### config.mk
export PLATFORM = sky130hd
export DESIGN_NAME = range_coverage_tracker
export DESIGN_NICKNAME = d
export VERILOG_FILES = /design/src/design/rct_pkg.sv /design/src/design/range_coverage_tracker.sv /design/src/design/rct_ctrl.sv /design/src/design/rct_dpath.sv
export SDC_FILE = /design/constraint.sdc
export NUM_CORES = 1
export LEC_CHECK = 0
export ABC_AREA = 0
export BUFFER_PORTS_ARGS = -buffer_cell sky130_fd_sc_hd__buf_2
export CAP_MARGIN = 15
export CELL_PAD_IN_SITES_DETAIL_PLACEMENT = 1
export CELL_PAD_IN_SITES_GLOBAL_PLACEMENT = 2
export CORE_MARGIN = 4
export CORE_UTILIZATION = 46
export DETAILED_ROUTE_END_ITERATION = 8
export PLACE_DENSITY_LB_ADDON = 0.1
export SLEW_MARGIN = 10
export SYNTH_ARGS = -nofsm -noshare
export SYNTH_HDL_FRONTEND = slang
export SYNTH_HIERARCHICAL = 1
export SYNTH_SLANG_ARGS = --single-unit
### constraint.sdc
create_clock -name i_clk -period 4.3 [get_ports i_clk]
set_input_delay 0.43 -clock i_clk [delete_from_list [all_inputs] [get_ports i_clk]]
set_output_delay 0.43 -clock i_clk [all_outputs]
set_load 0.1 [all_outputs]
### src/design/rct_pkg.sv
// ----------------------------------------------------------------------------
// rct_pkg
// Shared types and constants for the range coverage tracker: bitmap sizing,
// request codes and the command/status bundles between controller and datapath.
// ----------------------------------------------------------------------------
package rct_pkg;

    localparam int DOMAIN_SIZE = 1024;
    localparam int WORD_BITS   = 32;
    localparam int NWORDS      = (DOMAIN_SIZE + WORD_BITS - 1) / WORD_BITS;
    localparam int IDX_W       = (NWORDS > 1) ? $clog2(NWORDS) : 1;
    localparam int BIT_W       = $clog2(WORD_BITS);
    localparam int POS_W       = 11;
    localparam int OP_W        = 2;

    typedef logic [WORD_BITS-1:0] t_word;
    typedef logic [IDX_W-1:0]     t_idx;
    typedef logic [BIT_W-1:0]     t_bit;
    typedef logic [POS_W-1:0]     t_pos;
    typedef logic [OP_W-1:0]      t_op;

    localparam t_op OP_ADD    = 2'd0;
    localparam t_op OP_REMOVE = 2'd1;
    localparam t_op OP_QUERY  = 2'd2;
    localparam t_op OP_NONE   = 2'd3;

    localparam t_pos POS_LIMIT = POS_W'(DOMAIN_SIZE);

    typedef struct packed {
        logic latch;     // capture a new request word
        logic init;      // point at first word, preset the coverage flag
        logic rd_en;     // read the current word and advance
        logic load_out;  // move the coverage flag into the output register
    } t_cmd;

    typedef struct packed {
        logic skip;      // empty range or unused code: no walk
        logic is_query;
        logic at_last;   // current word is the last of the range
        logic out_busy;  // output register holds an untaken word
    } t_sts;

endpackage

### src/design/range_coverage_tracker.sv
// ----------------------------------------------------------------------------
// range_coverage_tracker
// Tracks a set of points over a fixed domain as a bitmap; adds, removes or
// tests half-open ranges, one request at a time.
// ----------------------------------------------------------------------------
//
//  channel | direction | handshake                 | word
//  --------+-----------+---------------------------+-------------------------------
//  request | in        | i_in_valid / o_in_ready   | i_op, i_range_start, i_range_end
//  answer  | out       | o_out_valid / i_out_ready | o_fully_covered
//
//  A request spanning N bitmap words passes from accept to the next accept
//  through capture, check, one word read per cycle, a drain step for the
//  last write-back, and a finish step. The single read-modify-write pass
//  over the bitmap store runs one word per cycle.
//  An empty range or an unused code skips the walk (an empty query still finishes).
//  Reset clears the per-word valid bits at once; no clearing pass is needed.
//  A query whose answer finds the output register still full holds in its
//  finish cycle until the waiting word is taken; add and remove never stall.
// ----------------------------------------------------------------------------
module range_coverage_tracker (
    input  logic                 i_clk,
    input  logic                 i_rst_n,
    // request channel
    input  logic                 i_in_valid,
    output logic                 o_in_ready,
    input  logic [1:0]           i_op,
    input  logic [10:0]          i_range_start,
    input  logic [10:0]          i_range_end,
    // answer channel
    output logic                 o_out_valid,
    input  logic                 i_out_ready,
    output logic                 o_fully_covered
);

    // command and status bundles between the sequencer and the datapath
    rct_pkg::t_cmd cmd;
    rct_pkg::t_sts sts;

    // sequencer: owns request acceptance and the walk over spanned words
    rct_ctrl u_ctrl (
        .i_clk      (i_clk),
        .i_rst_n    (i_rst_n),
        .i_in_valid (i_in_valid),
        .o_in_ready (o_in_ready),
        .i_sts      (sts),
        .o_cmd      (cmd)
    );

    // datapath: bitmap store, masks, coverage flag and the answer register
    rct_dpath u_dpath (
        .i_clk           (i_clk),
        .i_rst_n         (i_rst_n),
        .i_op            (i_op),
        .i_range_start   (i_range_start),
        .i_range_end     (i_range_end),
        .i_out_ready     (i_out_ready),
        .o_out_valid     (o_out_valid),
        .o_fully_covered (o_fully_covered),
        .i_cmd           (cmd),
        .o_sts           (sts)
    );

endmodule

### src/design/rct_ctrl.sv
// ----------------------------------------------------------------------------
// rct_ctrl
// Request sequencer: accept, check, walk the spanned words, drain the
// read-modify-write stage, then hand off the query answer.
// ----------------------------------------------------------------------------
module rct_ctrl (
    input  logic          i_clk,
    input  logic          i_rst_n,
    input  logic          i_in_valid,
    output logic          o_in_ready,
    input  rct_pkg::t_sts i_sts,
    output rct_pkg::t_cmd o_cmd
);

    localparam logic [2:0] S_IDLE  = 3'd0;
    localparam logic [2:0] S_CHECK = 3'd1;
    localparam logic [2:0] S_WALK  = 3'd2;
    localparam logic [2:0] S_DRAIN = 3'd3;
    localparam logic [2:0] S_DONE  = 3'd4;

    logic [2:0] r_state;
    logic [2:0] n_state;

    always_ff @(posedge i_clk) begin
        if (!i_rst_n) begin
            r_state <= S_IDLE;
        end else begin
            r_state <= n_state;
        end
    end

    always_comb begin
        n_state        = r_state;
        o_cmd          = '0;
        o_in_ready     = 1'b0;
        unique case (r_state)
            S_IDLE: begin
                o_in_ready = 1'b1;
                if (i_in_valid) begin
                    o_cmd.latch = 1'b1;
                    n_state     = S_CHECK;
                end
            end
            S_CHECK: begin
                o_cmd.init = 1'b1;
                if (!i_sts.skip) begin
                    n_state = S_WALK;
                end else if (i_sts.is_query) begin
                    n_state = S_DONE;
                end else begin
                    n_state = S_IDLE;
                end
            end
            S_WALK: begin
                o_cmd.rd_en = 1'b1;
                if (i_sts.at_last) begin
                    n_state = S_DRAIN;
                end
            end
            S_DRAIN: begin
                n_state = S_DONE;
            end
            S_DONE: begin
                if (!i_sts.is_query) begin
                    n_state = S_IDLE;
                end else if (!i_sts.out_busy) begin
                    o_cmd.load_out = 1'b1;
                    n_state        = S_IDLE;
                end
            end
            default: begin
                n_state = S_IDLE;
            end
        endcase
    end

endmodule

### src/design/rct_dpath.sv
// ----------------------------------------------------------------------------
// rct_dpath
// Bitmap store with per-word valid bits, word index counter, mask builder,
// read-modify-write stage, coverage flag and the output register.
// ----------------------------------------------------------------------------
module rct_dpath (
    input  logic          i_clk,
    input  logic          i_rst_n,
    input  rct_pkg::t_op  i_op,
    input  rct_pkg::t_pos i_range_start,
    input  rct_pkg::t_pos i_range_end,
    input  logic          i_out_ready,
    output logic          o_out_valid,
    output logic          o_fully_covered,
    input  rct_pkg::t_cmd i_cmd,
    output rct_pkg::t_sts o_sts
);

    rct_pkg::t_word r_mem [rct_pkg::NWORDS];
    logic [rct_pkg::NWORDS-1:0] r_wvalid;

    rct_pkg::t_op   r_op;
    rct_pkg::t_pos  r_s;
    rct_pkg::t_pos  r_e;
    rct_pkg::t_idx  r_idx;
    rct_pkg::t_idx  r_s2_idx;
    logic           r_s2_vld;
    rct_pkg::t_word r_rd_data;
    logic           r_rd_vld;
    logic           r_all;
    logic           r_out_vld;
    logic           r_out_bit;

    rct_pkg::t_pos  s_clamp;
    rct_pkg::t_pos  e_clamp;
    rct_pkg::t_pos  e_m1;
    rct_pkg::t_idx  w_first;
    rct_pkg::t_idx  w_last;
    rct_pkg::t_bit  s_lo;
    rct_pkg::t_bit  e_lo;
    rct_pkg::t_word mask;
    rct_pkg::t_word cur;
    rct_pkg::t_word upd;

    // clamp ends to the domain on capture
    assign s_clamp = (i_range_start > rct_pkg::POS_LIMIT) ? rct_pkg::POS_LIMIT : i_range_start;
    assign e_clamp = (i_range_end > rct_pkg::POS_LIMIT) ? rct_pkg::POS_LIMIT : i_range_end;

    assign e_m1    = r_e - rct_pkg::POS_W'(1);
    assign w_first = rct_pkg::IDX_W'(r_s / rct_pkg::WORD_BITS);
    assign w_last  = rct_pkg::IDX_W'(e_m1 / rct_pkg::WORD_BITS);
    assign s_lo    = rct_pkg::BIT_W'(r_s % rct_pkg::WORD_BITS);
    assign e_lo    = rct_pkg::BIT_W'(e_m1 % rct_pkg::WORD_BITS);

    always_comb begin
        for (int b = 0; b < rct_pkg::WORD_BITS; b++) begin
            mask[b] = ((r_s2_idx != w_first) || (rct_pkg::BIT_W'(b) >= s_lo)) &&
                      ((r_s2_idx != w_last)  || (rct_pkg::BIT_W'(b) <= e_lo));
        end
    end

    // never-written words read as cleared
    assign cur = r_rd_vld ? r_rd_data : '0;
    assign upd = (r_op == rct_pkg::OP_ADD) ? (cur | mask) : (cur & ~mask);

    assign o_sts.skip     = (r_op == rct_pkg::OP_NONE) || (r_s >= r_e);
    assign o_sts.is_query = (r_op == rct_pkg::OP_QUERY);
    assign o_sts.at_last  = (r_idx == w_last);
    assign o_sts.out_busy = r_out_vld && !i_out_ready;

    assign o_out_valid     = r_out_vld;
    assign o_fully_covered = r_out_bit;

    always_ff @(posedge i_clk) begin
        if (i_cmd.latch) begin
            r_op <= i_op;
            r_s  <= s_clamp;
            r_e  <= e_clamp;
        end
        if (i_cmd.init) begin
            r_idx <= w_first;
            r_all <= 1'b1;
        end else begin
            if (i_cmd.rd_en) begin
                r_idx <= r_idx + rct_pkg::IDX_W'(1);
            end
            if (r_s2_vld && (r_op == rct_pkg::OP_QUERY)) begin
                r_all <= r_all & ((cur & mask) == mask);
            end
        end
        if (i_cmd.rd_en) begin
            r_rd_data <= r_mem[r_idx];
            r_rd_vld  <= r_wvalid[r_idx];
            r_s2_idx  <= r_idx;
        end
        if (r_s2_vld && (r_op != rct_pkg::OP_QUERY)) begin
            r_mem[r_s2_idx] <= upd;
        end
        if (i_cmd.load_out) begin
            r_out_bit <= r_all;
        end
    end

    always_ff @(posedge i_clk) begin
        if (!i_rst_n) begin
            r_wvalid  <= '0;
            r_s2_vld  <= 1'b0;
            r_out_vld <= 1'b0;
        end else begin
            r_s2_vld <= i_cmd.rd_en;
            if (r_s2_vld && (r_op != rct_pkg::OP_QUERY)) begin
                r_wvalid[r_s2_idx] <= 1'b1;
            end
            if (i_cmd.load_out) begin
                r_out_vld <= 1'b1;
            end else if (i_out_ready) begin
                r_out_vld <= 1'b0;
            end
        end
    end

    a_no_overwrite: assert property (@(posedge i_clk) disable iff (!i_rst_n)
        i_cmd.load_out |-> !(r_out_vld && !i_out_ready))
        else $error("pending result word overwritten");

    a_read_feeds_stage: assert property (@(posedge i_clk) disable iff (!i_rst_n)
        i_cmd.rd_en |=> (r_s2_vld && (r_s2_idx == $past(r_idx))))
        else $error("read did not reach modify stage");

    a_stage_in_range: assert property (@(posedge i_clk) disable iff (!i_rst_n)
        r_s2_vld |-> ((r_s2_idx >= w_first) && (r_s2_idx <= w_last)))
        else $error("modify stage outside spanned words");

    a_no_walk_on_capture: assert property (@(posedge i_clk) disable iff (!i_rst_n)
        i_cmd.latch |-> (!i_cmd.rd_en && !r_s2_vld))
        else $error("new request captured during a walk");

endmodule
Yosys cells after proc, flatten, opt, wreduce, memory -nomap -nowiden
Memories as Yosys holds them, arrays and structs flattened. A register that Yosys moved wholly into a read port is not among the register bits.
Index checks and enable logic that the tools add are counted.
Widths: inputs -> output; s select.
{"block": "op_classes", "add_sub_neg": 2, "magnitude_cmp": 70, "n_eq_ne": 14, "muxes": 27, "n_bitwise": 6, "reduce_logical": 107}
{"cell": "$ge 5x5->1 const A", "n": 16}
{"cell": "$le 5x5->1 const A", "n": 16}
{"cell": "$logic_or 1x1->1", "n": 65}
{"cell": "$and 32x32->32", "n": 2}
{"cell": "$mux 32", "n": 2}
{"cell": "$or 32x32->32", "n": 2}
{"cell": "$ge 4x5->1 const A", "n": 8}
{"cell": "$le 4x5->1 const A", "n": 8}
{"cell": "$logic_and 1x1->1", "n": 36}
{"cell": "$eq 32x32->1", "n": 1}
{"cell": "$not 32->32", "n": 1}
{"cell": "$gt 11x11->1 const B", "n": 2}
{"cell": "$ge 3x5->1 const A", "n": 4}
{"cell": "$le 3x5->1 const A", "n": 4}
{"cell": "$mux 3", "n": 6}
{"cell": "$pmux 3 s5", "n": 1}
{"cell": "$mux 1", "n": 14}
{"cell": "$lt 5x6->1 const B", "n": 2}
{"cell": "$ge 11x11->1", "n": 1}
{"cell": "$ge 1x5->1 const A", "n": 2}
{"cell": "$ge 2x5->1 const A", "n": 2}
{"cell": "$le 1x5->1 const A", "n": 2}
{"cell": "$le 2x5->1 const A", "n": 2}
{"cell": "$mux 5", "n": 2}
{"cell": "other kinds (19)", "n": 25}
{"block": "word_totals", "register_bits": 74, "mem_bits_rw": 1024, "in_bits": 28, "output_inout_bits": 3, "word_cells": 239, "mem_count": 1}
{"name": "u_dpath.r_mem", "depth": 32, "width": 32, "rd": 1, "rd_clocked_by_memory_dff": 1, "wr": 1, "line": "rct_dpath.sv:19", "source": "rct_pkg::t_word r_mem [rct_pkg::NWORDS];"}

Longest topological paths before layout
Gate-level depths: netlist of the first run.
{"block": "logic_depth", "ltp_word": 7, "depth_mapped": 14, "mapped_depth_nobuf": 14}

Hierarchy
The synthesis of the first run kept the hierarchy.
{"mod": "rct_dpath", "n_inst": 1, "cells_each": 2070, "area_each_um2": 44631.6, "seq_area_each_um2": 33492.1}
{"mod": "rct_ctrl", "n_inst": 1, "cells_each": 22, "area_each_um2": 195.2, "seq_area_each_um2": 60.1}

Worst setup path before layout of the first run
Ideal clock, no wire load.
{"block": "synth_timing", "path_type": "register -> register", "from": "register u_dpath.r_e[0]", "to": "memory u_dpath/r_mem[0][21] (netlist bit), data pin", "setup_time_ps": 454, "arrival_ps": 3916, "t_required_ps": 3846, "setup_slack_ps": -71, "stages_incl_launch_ff": 11, "path_buffers": 2, "synth_period_minus_slack_ps": 4371, "path_cell_list": "edfxtp_1 -> inv_1 -> ha_1 -> or4b_1 -> clkbuf_1 -> nor3_1 -> xnor2_1 -> o221ai_1 -> clkbuf_1 -> o32ai_1 -> o21ai_0"}
{"block": "synth_between", "elab_chain_cells": 7, "elab_cells_between_ends": 9, "cone_classes": "add/sub (1); order compare (1); eq/ne (1); mux (1); bitwise (3); reduce/logical (2)"}
{"element": "start, declared", "line": "rct_dpath.sv:24", "source": "rct_pkg::t_pos r_e;"}
{"element": "start signal, assigned", "line": "rct_dpath.sv:78", "source": "r_e <= e_clamp;"}
{"element": "$sub 10x1->10 *", "line": "rct_dpath.sv:49", "source": "assign e_m1 = r_e - rct_pkg::POS_W'(1);"}
{"element": "$le 5x5->1 or $ne 5x5->1 (tied branches)", "line": "rct_dpath.sv:58", "source": "((r_s2_idx != w_last) || (rct_pkg::BIT_W'(b) <= e_lo));"}
{"element": "$logic_or 1x1->1 *", "line": "rct_dpath.sv:58"}
{"element": "$logic_and 1x1->1 *", "line": "rct_dpath.sv:57", "source": "mask[b] = ((r_s2_idx != w_first) || (rct_pkg::BIT_W'(b) >= s_lo)) &&"}
{"element": "$not 32->32", "line": "rct_dpath.sv:64", "source": "assign upd = (r_op == rct_pkg::OP_ADD) ? (cur | mask) : (cur & ~mask);"}
{"element": "$and 32x32->32", "line": "rct_dpath.sv:64"}
{"element": "$mux 32 *", "line": "rct_dpath.sv:64"}
{"element": "named net u_dpath.upd[21]", "line": "rct_dpath.sv:43", "source": "rct_pkg::t_word upd;"}
{"element": "end, declared", "line": "rct_dpath.sv:19"}
Mark *: on every way through the listed nets, which the timed path passes. The rest lies on a longest branch.

Final worst setup path of the first run
{"block": "layout_timing", "from": "register u_dpath.r_e[1]", "to": "register u_dpath.r_all"}
{"block": "layout_between", "elab_chain_cells": 7, "elab_cells_between_ends": 101, "cone_classes": "add/sub (1); order compare (32); eq/ne (2); bitwise (2); reduce/logical (64)"}
{"element": "$sub 10x1->10 *", "line": "rct_dpath.sv:49"}
{"element": "$le 1x5->1, or another cell as far along", "line": "rct_dpath.sv:58"}
{"element": "$logic_or 1x1->1", "line": "rct_dpath.sv:58"}
{"element": "$logic_and 1x1->1", "line": "rct_dpath.sv:57"}
{"element": "$and 32x32->32", "line": "rct_dpath.sv:88", "source": "r_all <= r_all & ((cur & mask) == mask);"}
{"element": "$eq 32x32->1 *", "line": "rct_dpath.sv:88"}
{"element": "$and 1x1->1 *", "line": "rct_dpath.sv:88"}
{"element": "end signal, assigned", "line": "rct_dpath.sv:88"}
{"element": "end, declared", "line": "rct_dpath.sv:30", "source": "logic r_all;"}
Every way passes the cells marked *; elsewhere a longest branch is shown, timed or not.
A chain may end at the register's enable or synchronous reset.

==> reports/results.ini, run 1 <==
[status]
status = finished, final reports clean

[finish]
syn2layout_area_growth_pct = 16.04
n_antenna_cell = 0
drive_above_1_share = 0.3302
nets = 2300

[timing]
relSlewSlack = 0.2693
worst_slew_pin_slew_ps = 1068
setup_tns_ps = 0
hold_viol_final = 0
final-setup-viol-count = 0
fin_crit_ps = 4087
rsz0062_at_grt = no
fmax_mhz = 244.7
finalCritPeriodShare = 0.9504
finalMaxSlewViolations = 0
fin_ws_ps = 213.1
skew_ps = 28.77
fin_worst_hold_slack_ps = 42.68

[setup_path]
path_depth = 12
path_cells = inv_1 -> ha_1 -> or4b_1 -> xnor2_1 -> and4_1 -> o2111ai_2 -> buf_12 -> o31ai_1 -> o22ai_1 -> nor4_1 -> o2111ai_1 -> o41ai_2
critPathMaxFanout = 30
cp-startpoint = u_dpath/r_e[1]$_SDFFCE_PN0P_
crit_family = compound AO/OA/AOI/OAI gates
worstSetupPathType = register to register
cpMaxStageDelayCell = or4b_1
path_buf_inv = 2
cp.arrival_ps = 4700
r2r_cells = 12
end_kind = register
setup.worst_path.start_class = register
critPathMaxStageDelay_ps = 630
reg2reg_from = u_dpath/r_e[1]$_SDFFCE_PN0P_
cp.required_ps = 4910

[cts]
clk_latency_ps = 710
numCtsBuffers = 118
htreeDepth = 3
cts.root.buffer_cell = clkbuf_16
clkTransAtPathRegs_ps = 60
post_cts_buffers = 0
cts_buffer_depth = 3
cts_tree = built
clkSinkCount = 1130

[global_routing]
grt_max_degree = 121
grt_pass1_wl_um = 177600
antenna_found_initial = 1
grt_use_total = 0.2451
grt_overflow = 0
grt_pass1_vias = 23580

[logic_synthesis]
synth_ff_type = edfxtp_1
yosysTopAreaCell = edfxtp_1
ys_seq_area_frac = 0.7485
yosys-top-cells-count = edfxtp_1, mux4_2, clkbuf_1
async_reset_ff_frac = 0
yosys_warnings = 6
synthesis.nets = 2136
synth.distinct_cells = 63
syn_avg_cell_area_um2 = 21.43
ys_seq_elements = 1130
syn_inst = 2092
yosysMostFrequentCell = edfxtp_1
synth_area_um2 = 44830
netlist.area_leader.share = 0.7315
synth_edf_count = 1092
synth_area_leaders = edfxtp_1, mux4_2, dfxtp_1

[detailed_routing]
wl_um = 124500
firstDrtPassIters = 5
ant_nets = 0
routedWlPerCell_um = 34.24
drc = 0
dr_total_vias = 22460
vias_per_cell = 6.179
drtIter0Drc = 2467

[die]
rows = 114
ioPinCount = 31
dieArea_um2 = 102500
die_h_um = 320.2
die_w_um = 320.2
initial_utilization = 0.4635
coreArea_um2 = 96710

[pwr]
ir_drop_v = 0.0003841
powerDensity_nw_per_um2 = 481.1
leakage_nw = 16.56
fin_total_pwr_mw = 25.03

[placement]
pre_cts_ws_ps = 72.54
gp_congestion = 0.8619
dpl.hpwl_um = 67530
port_buffers = 30

[min_path]
hp-class = input pin to register
hold_path_depth = 2
hp-start = i_range_start[4]

[job]
cap_violations = 0

path summary, 6_finish.rpt:
kind                                                           to  slack [ps]
worst max register to register         u_dpath/r_all$_SDFFE_PP1P_         210
worst min register to register  u_dpath/r_wvalid[30]$_SDFFE_PN0P_         460
worst max-delay path                   u_dpath/r_all$_SDFFE_PP1P_         210
worst min-delay path                 u_dpath/r_s[4]$_SDFFCE_PN0P_          40
kinds of logic (layout without fill, tap and decap cells):
family / after synthesis / count (layout) / synth area share
flops: 1130 / 1130 / 0.7485
mux: 371 / 371 / 0.1760
simple gates: 213 / 213 / 0.02359
compound gates: 191 / 191 / 0.02975
buf+inv: 148 / 415 / 0.01287
xor+xnor: 23 / 23 / 0.004801
fa+ha+maj: 16 / 16 / 0.004466
layer usage:
layer  vias up  track usage  wire length, µm
met1     12360       0.3554            53180
li1       9149            -                -
met4         0      0.06236             2811
met2       787       0.3960            60250
met3       162      0.03811             8217
met5         -            0                0
report_power, final:
part / internal [mW] / switching (mW)
registers: 12.2 / 0.0748
clock network: 6.38 / 4.30
logic: 0.881 / 1.15
total: 19.5 / 5.52
registers in the layout (all words and copies together) (netlist names), 2 cells and up:
signal and count:
u_dpath/r_rd_data 32, u_dpath/r_s2_idx 5, u_dpath/r_idx 5, u_dpath/r_e 11, u_dpath/r_mem 1024, u_dpath/r_op 2, u_dpath/r_wvalid 32, u_dpath/r_s 11
u_ctrl/r_state 3
worst register-to-register path, delay by kind of cell, from the launching register on:
kind,cells,cell delay [ps]
AO/OA/AOI/OAI,5,1440
AND/OR/NAND/NOR,3,1210
flip-flops,1,450
buffers and inverters,2,400
adder cells (fa/ha/maj),1,270
XOR/XNOR,1,220
metrics by stage:
step                      area [µm²]  utilization  instances
after detailed placement       47640       0.4926       3396
after CTS                      51810       0.5357       3628
final                          52020       0.5379       3635
after floorplan                44830            -       2092
after global routing           52020       0.5379       3635
after global placement         47640       0.4926       3395
layout by cell type (no fill, tap or decap), types with 9 or more instances in the layout:
| cell type | instances |
|---|---|
| nand2_1 | 35 |
| inv_1 | 25 |
| clkinv_2 | 24 |
| o22ai_1 | 10 |
| ha_1 | 16 |
| edfxtp_1 | 1092 |
| mux2_2 | 35 |
| dfxtp_1 | 38 |
| nor2_1 | 30 |
| mux4_2 | 330 |
| o21ai_0 | 29 |
| o31ai_1 | 14 |
| a21oi_1 | 26 |
| bufinv_16 | 20 |
| o21a_1 | 35 |
| buf_2 | 31 |
| nor2b_1 | 22 |
| buf_4 | 94 |
| xnor2_1 | 16 |
| buf_12 | 26 |
| o21ai_1 | 16 |
| clkbuf_1 | 26 |
| nor3_1 | 14 |
| dlygate4sd3_1 | 9 |
| nor2_4 | 32 |
| nand3_1 | 37 |
| clkbuf_16 | 120 |
| clkinv_1 | 17 |
area by class of cell:
cell class / count / area (µm²)
fill: 8319 / 44690
sequential: 1130 / 33550
multi-input combinational: 814 / 11110
clock buffer: 149 / 3142
tap: 1276 / 1597
timing repair buffer: 167 / 1585
clock inverter: 74 / 934.6
inverter: 25 / 93.84
repair_timing:
action,in CTS,in global routing
endpoints found under the hold margin,9,0
hold buffers,9,0
resized for setup,0,5
endpoints found under the setup margin,0,1
No activity file was read; power rests on OpenSTA's default activity.
==> run 2, diff against run 1 <==
--- a/config.mk
+++ b/config.mk
@@ -17,5 +17,4 @@
 export SLEW_MARGIN = 10
 export SYNTH_ARGS = -nofsm -noshare
 export SYNTH_HDL_FRONTEND = slang
-export SYNTH_HIERARCHICAL = 1
 export SYNTH_SLANG_ARGS = --single-unit
==> run 2 against run 1 <==
  * Via count up 0.37%
  * Synthesized cell count down 0.57%
  * Cell area down 1.2%
  * Critical endpoint is now u_dpath.r_all$_SDFFE_PP1P_
  * Routed wire length up 2.1%
  * Power down 3.1%
  * Clock power down 9%
  * Clock-buffer cell count unchanged
==> reports/results.ini, run 2 <==
[status]
status = finished, final reports clean

[global_routing]
grt_use_total = 0.2507
grt_pass1_wl_um = 180100
antenna_found_initial = 0
grt_overflow = 0
grt_max_degree = 124
grt_pass1_vias = 23770

[cts]
clkTransAtPathRegs_ps = 70
post_cts_buffers = 0
clk_latency_ps = 690
cts_tree = built
clkSinkCount = 1130
numCtsBuffers = 113
cts_buffer_depth = 3
cts.root.buffer_cell = clkbuf_16
htreeDepth = 3

[placement]
dp.cells = 3401
gp_congestion = 0.9708
port_buffers = 30
dpl.hpwl_um = 70710

[detailed_routing]
firstDrtPassIters = 6
ant_nets = 0
topRoutingLayerUsed = met4
routedWlPerCell_um = 35.14
drc = 0
route.met3.wl_um = 8875
wl_met1_um = 53440
drtIter0Drc = 2326
met2_length_um = 60920
vias_per_cell = 6.231
dr_total_vias = 22540
wl_um = 127100

[logic_synthesis]
synth.distinct_cells = 60
syn_inst = 2080
ys_seq_area_frac = 0.7499
yosys_warnings = 0
syn_avg_cell_area_um2 = 21.51
synth_ff_type = edfxtp_1
ys_seq_elements = 1130
netlist.area_leader.share = 0.7329
yosys-top-cells-count = edfxtp_1, mux4_2, clkbuf_1
synth_edf_count = 1092
synth_area_leaders = edfxtp_1, mux4_2, dfxtp_1
async_reset_ff_frac = 0
yosysTopAreaCell = edfxtp_1
yosysMostFrequentCell = edfxtp_1
synthesis.nets = 2124
synth_area_um2 = 44740

[die]
ioPinCount = 31
rows = 114
dieArea_um2 = 102300
initial_utilization = 0.4634
coreArea_um2 = 96570
die_w_um = 319.9
die_h_um = 319.9

[pwr]
fin_total_pwr_mw = 24.25
swShare = 0.2229
pwr-share-comb = 0.089
leakage_nw = 16.21
clkPwrFrac = 0.400
ir_drop_v = 0.0003524
powerDensity_nw_per_um2 = 471.7
seqPwrFrac = 0.511
p_int_mw = 18.84
p_sw_mw = 5.406

[timing]
fin_crit_ps = 4005
worst_slew_pin_slew_ps = 1098
finalMaxSlewViolations = 0
rsz0062_at_grt = no
hold_viol_final = 0
relSlewSlack = 0.2681
skew_ps = 20.10
final-setup-viol-count = 0
fmax_mhz = 249.7
finalCritPeriodShare = 0.9314
setup_tns_ps = 0

[setup_path]
end_kind = register
setup.worst_path.start_class = register
worstSetupPathType = register to register
cp.arrival_ps = 4600
critPathMaxFanout = 19
cp.required_ps = 4900

[finish]
drive_above_1_share = 0.3241
n_antenna_cell = 0
largest_register = u_dpath.r_mem
largest_register_ff_count = 1024
layout_common_cells = edfxtp_1, mux4_2, clkbuf_16
final_cells = 3618
reg.largest.list = u_dpath.r_mem: 1024 flops, u_dpath.r_rd_data: 32 flops, u_dpath.r_wvalid: 32 flops
nets = 2290
layout_commonest_cell = edfxtp_1
syn2layout_area_growth_pct = 14.88

[min_path]
hp-class = input pin to register

[job]
cap_violations = 0

[run 2: path summary, 6_finish.rpt]
check                               startpoint                           endpoint  slack (ps)  cells after the start
min reg2reg  u_dpath.r_wvalid[18]$_SDFFE_PN0P_  u_dpath.r_wvalid[18]$_SDFFE_PN0P_         460                      1
max               u_dpath.r_e[0]$_SDFFCE_PN0P_         u_dpath.r_all$_SDFFE_PP1P_         300                     12
max reg2reg       u_dpath.r_e[0]$_SDFFCE_PN0P_         u_dpath.r_all$_SDFFE_PP1P_         300                     12
min                           i_range_start[3]       u_dpath.r_s[3]$_SDFFCE_PN0P_          50                      2
[run 2: worst max-delay path, cell delays in order (launching register included)]
cell and delay, ps:
edfxtp_1 530, inv_1 150, ha_1 290, nor4b_4 410
nand4_1 230, xnor2_1 250, nand2_2 260, buf_4 300
o32ai_1 450, nand4_1 160, nor4_1 380, a41oi_1 180
o31ai_1 320
[run 2: power groups by stage]
stage	combinational (mW)	sequential [mW]	clock [mW]
2_1_floorplan	1.48	12.6	0
3_3_place_gp	2.10	12.6	0
3_5_place_dp	2.15	12.6	0
4_1_cts	2.16	12.4	9.91
5_1_grt	2.31	12.4	10.4
6_report	2.15	12.4	9.71
[run 2: kinds of logic (layout without fill, tap and decap cells)]
group / count (synthesis) / in the layout / synth area share
flip-flops: 1130 / 1130 / 0.7499
multiplexers: 369 / 369 / 0.1758
AND/OR/NAND/NOR: 227 / 227 / 0.02575
XOR/XNOR: 27 / 27 / 0.005705
AO/OA/AOI/OAI: 180 / 180 / 0.02631
buffers and inverters: 131 / 393 / 0.01211
adder cells (fa/ha/maj): 16 / 16 / 0.004474
[run 2: per-layer routing]
metal | vias up | track usage
li1 | 9116 | -
met1 | 12360 | 0.3562
met2 | 873 | 0.3945
met3 | 194 | 0.05271
met4 | 0 | 0.07915
met5 | - | 0
[run 2: cell type report]
| type | instances | area [µm²] |
|---|---|---|
| clock buffer | 149 | 3027 |
| timing repair buffer | 166 | 1569 |
| clock inverter | 62 | 598.1 |
| inverter | 16 | 60.06 |
| sequential | 1130 | 33550 |
| tap | 1276 | 1597 |
| fill | 8270 | 45160 |
| multi-input combinational | 819 | 11000 |
[run 2: what timing repair did]
action                                  in CTS  in global routing
hold buffers                                 2                  0
endpoints found under the setup margin       0                 16
resized for setup                            0                  1
endpoints found under the hold margin        2                  0
[run 2: through the flow]
step           worst slack, ps  utilization  hold slack (ps)  cell area [µm²]
6_report                 295.0       0.5323            46.69            51400
5_1_grt                  30.50       0.5323            30.45            51400
4_1_cts                  228.1       0.5313            12.35            51310
3_5_place_dp             243.7       0.4936            452.6            47660
3_3_place_gp             505.5       0.4936            441.8            47660
2_1_floorplan            557.7            -            424.4            44740
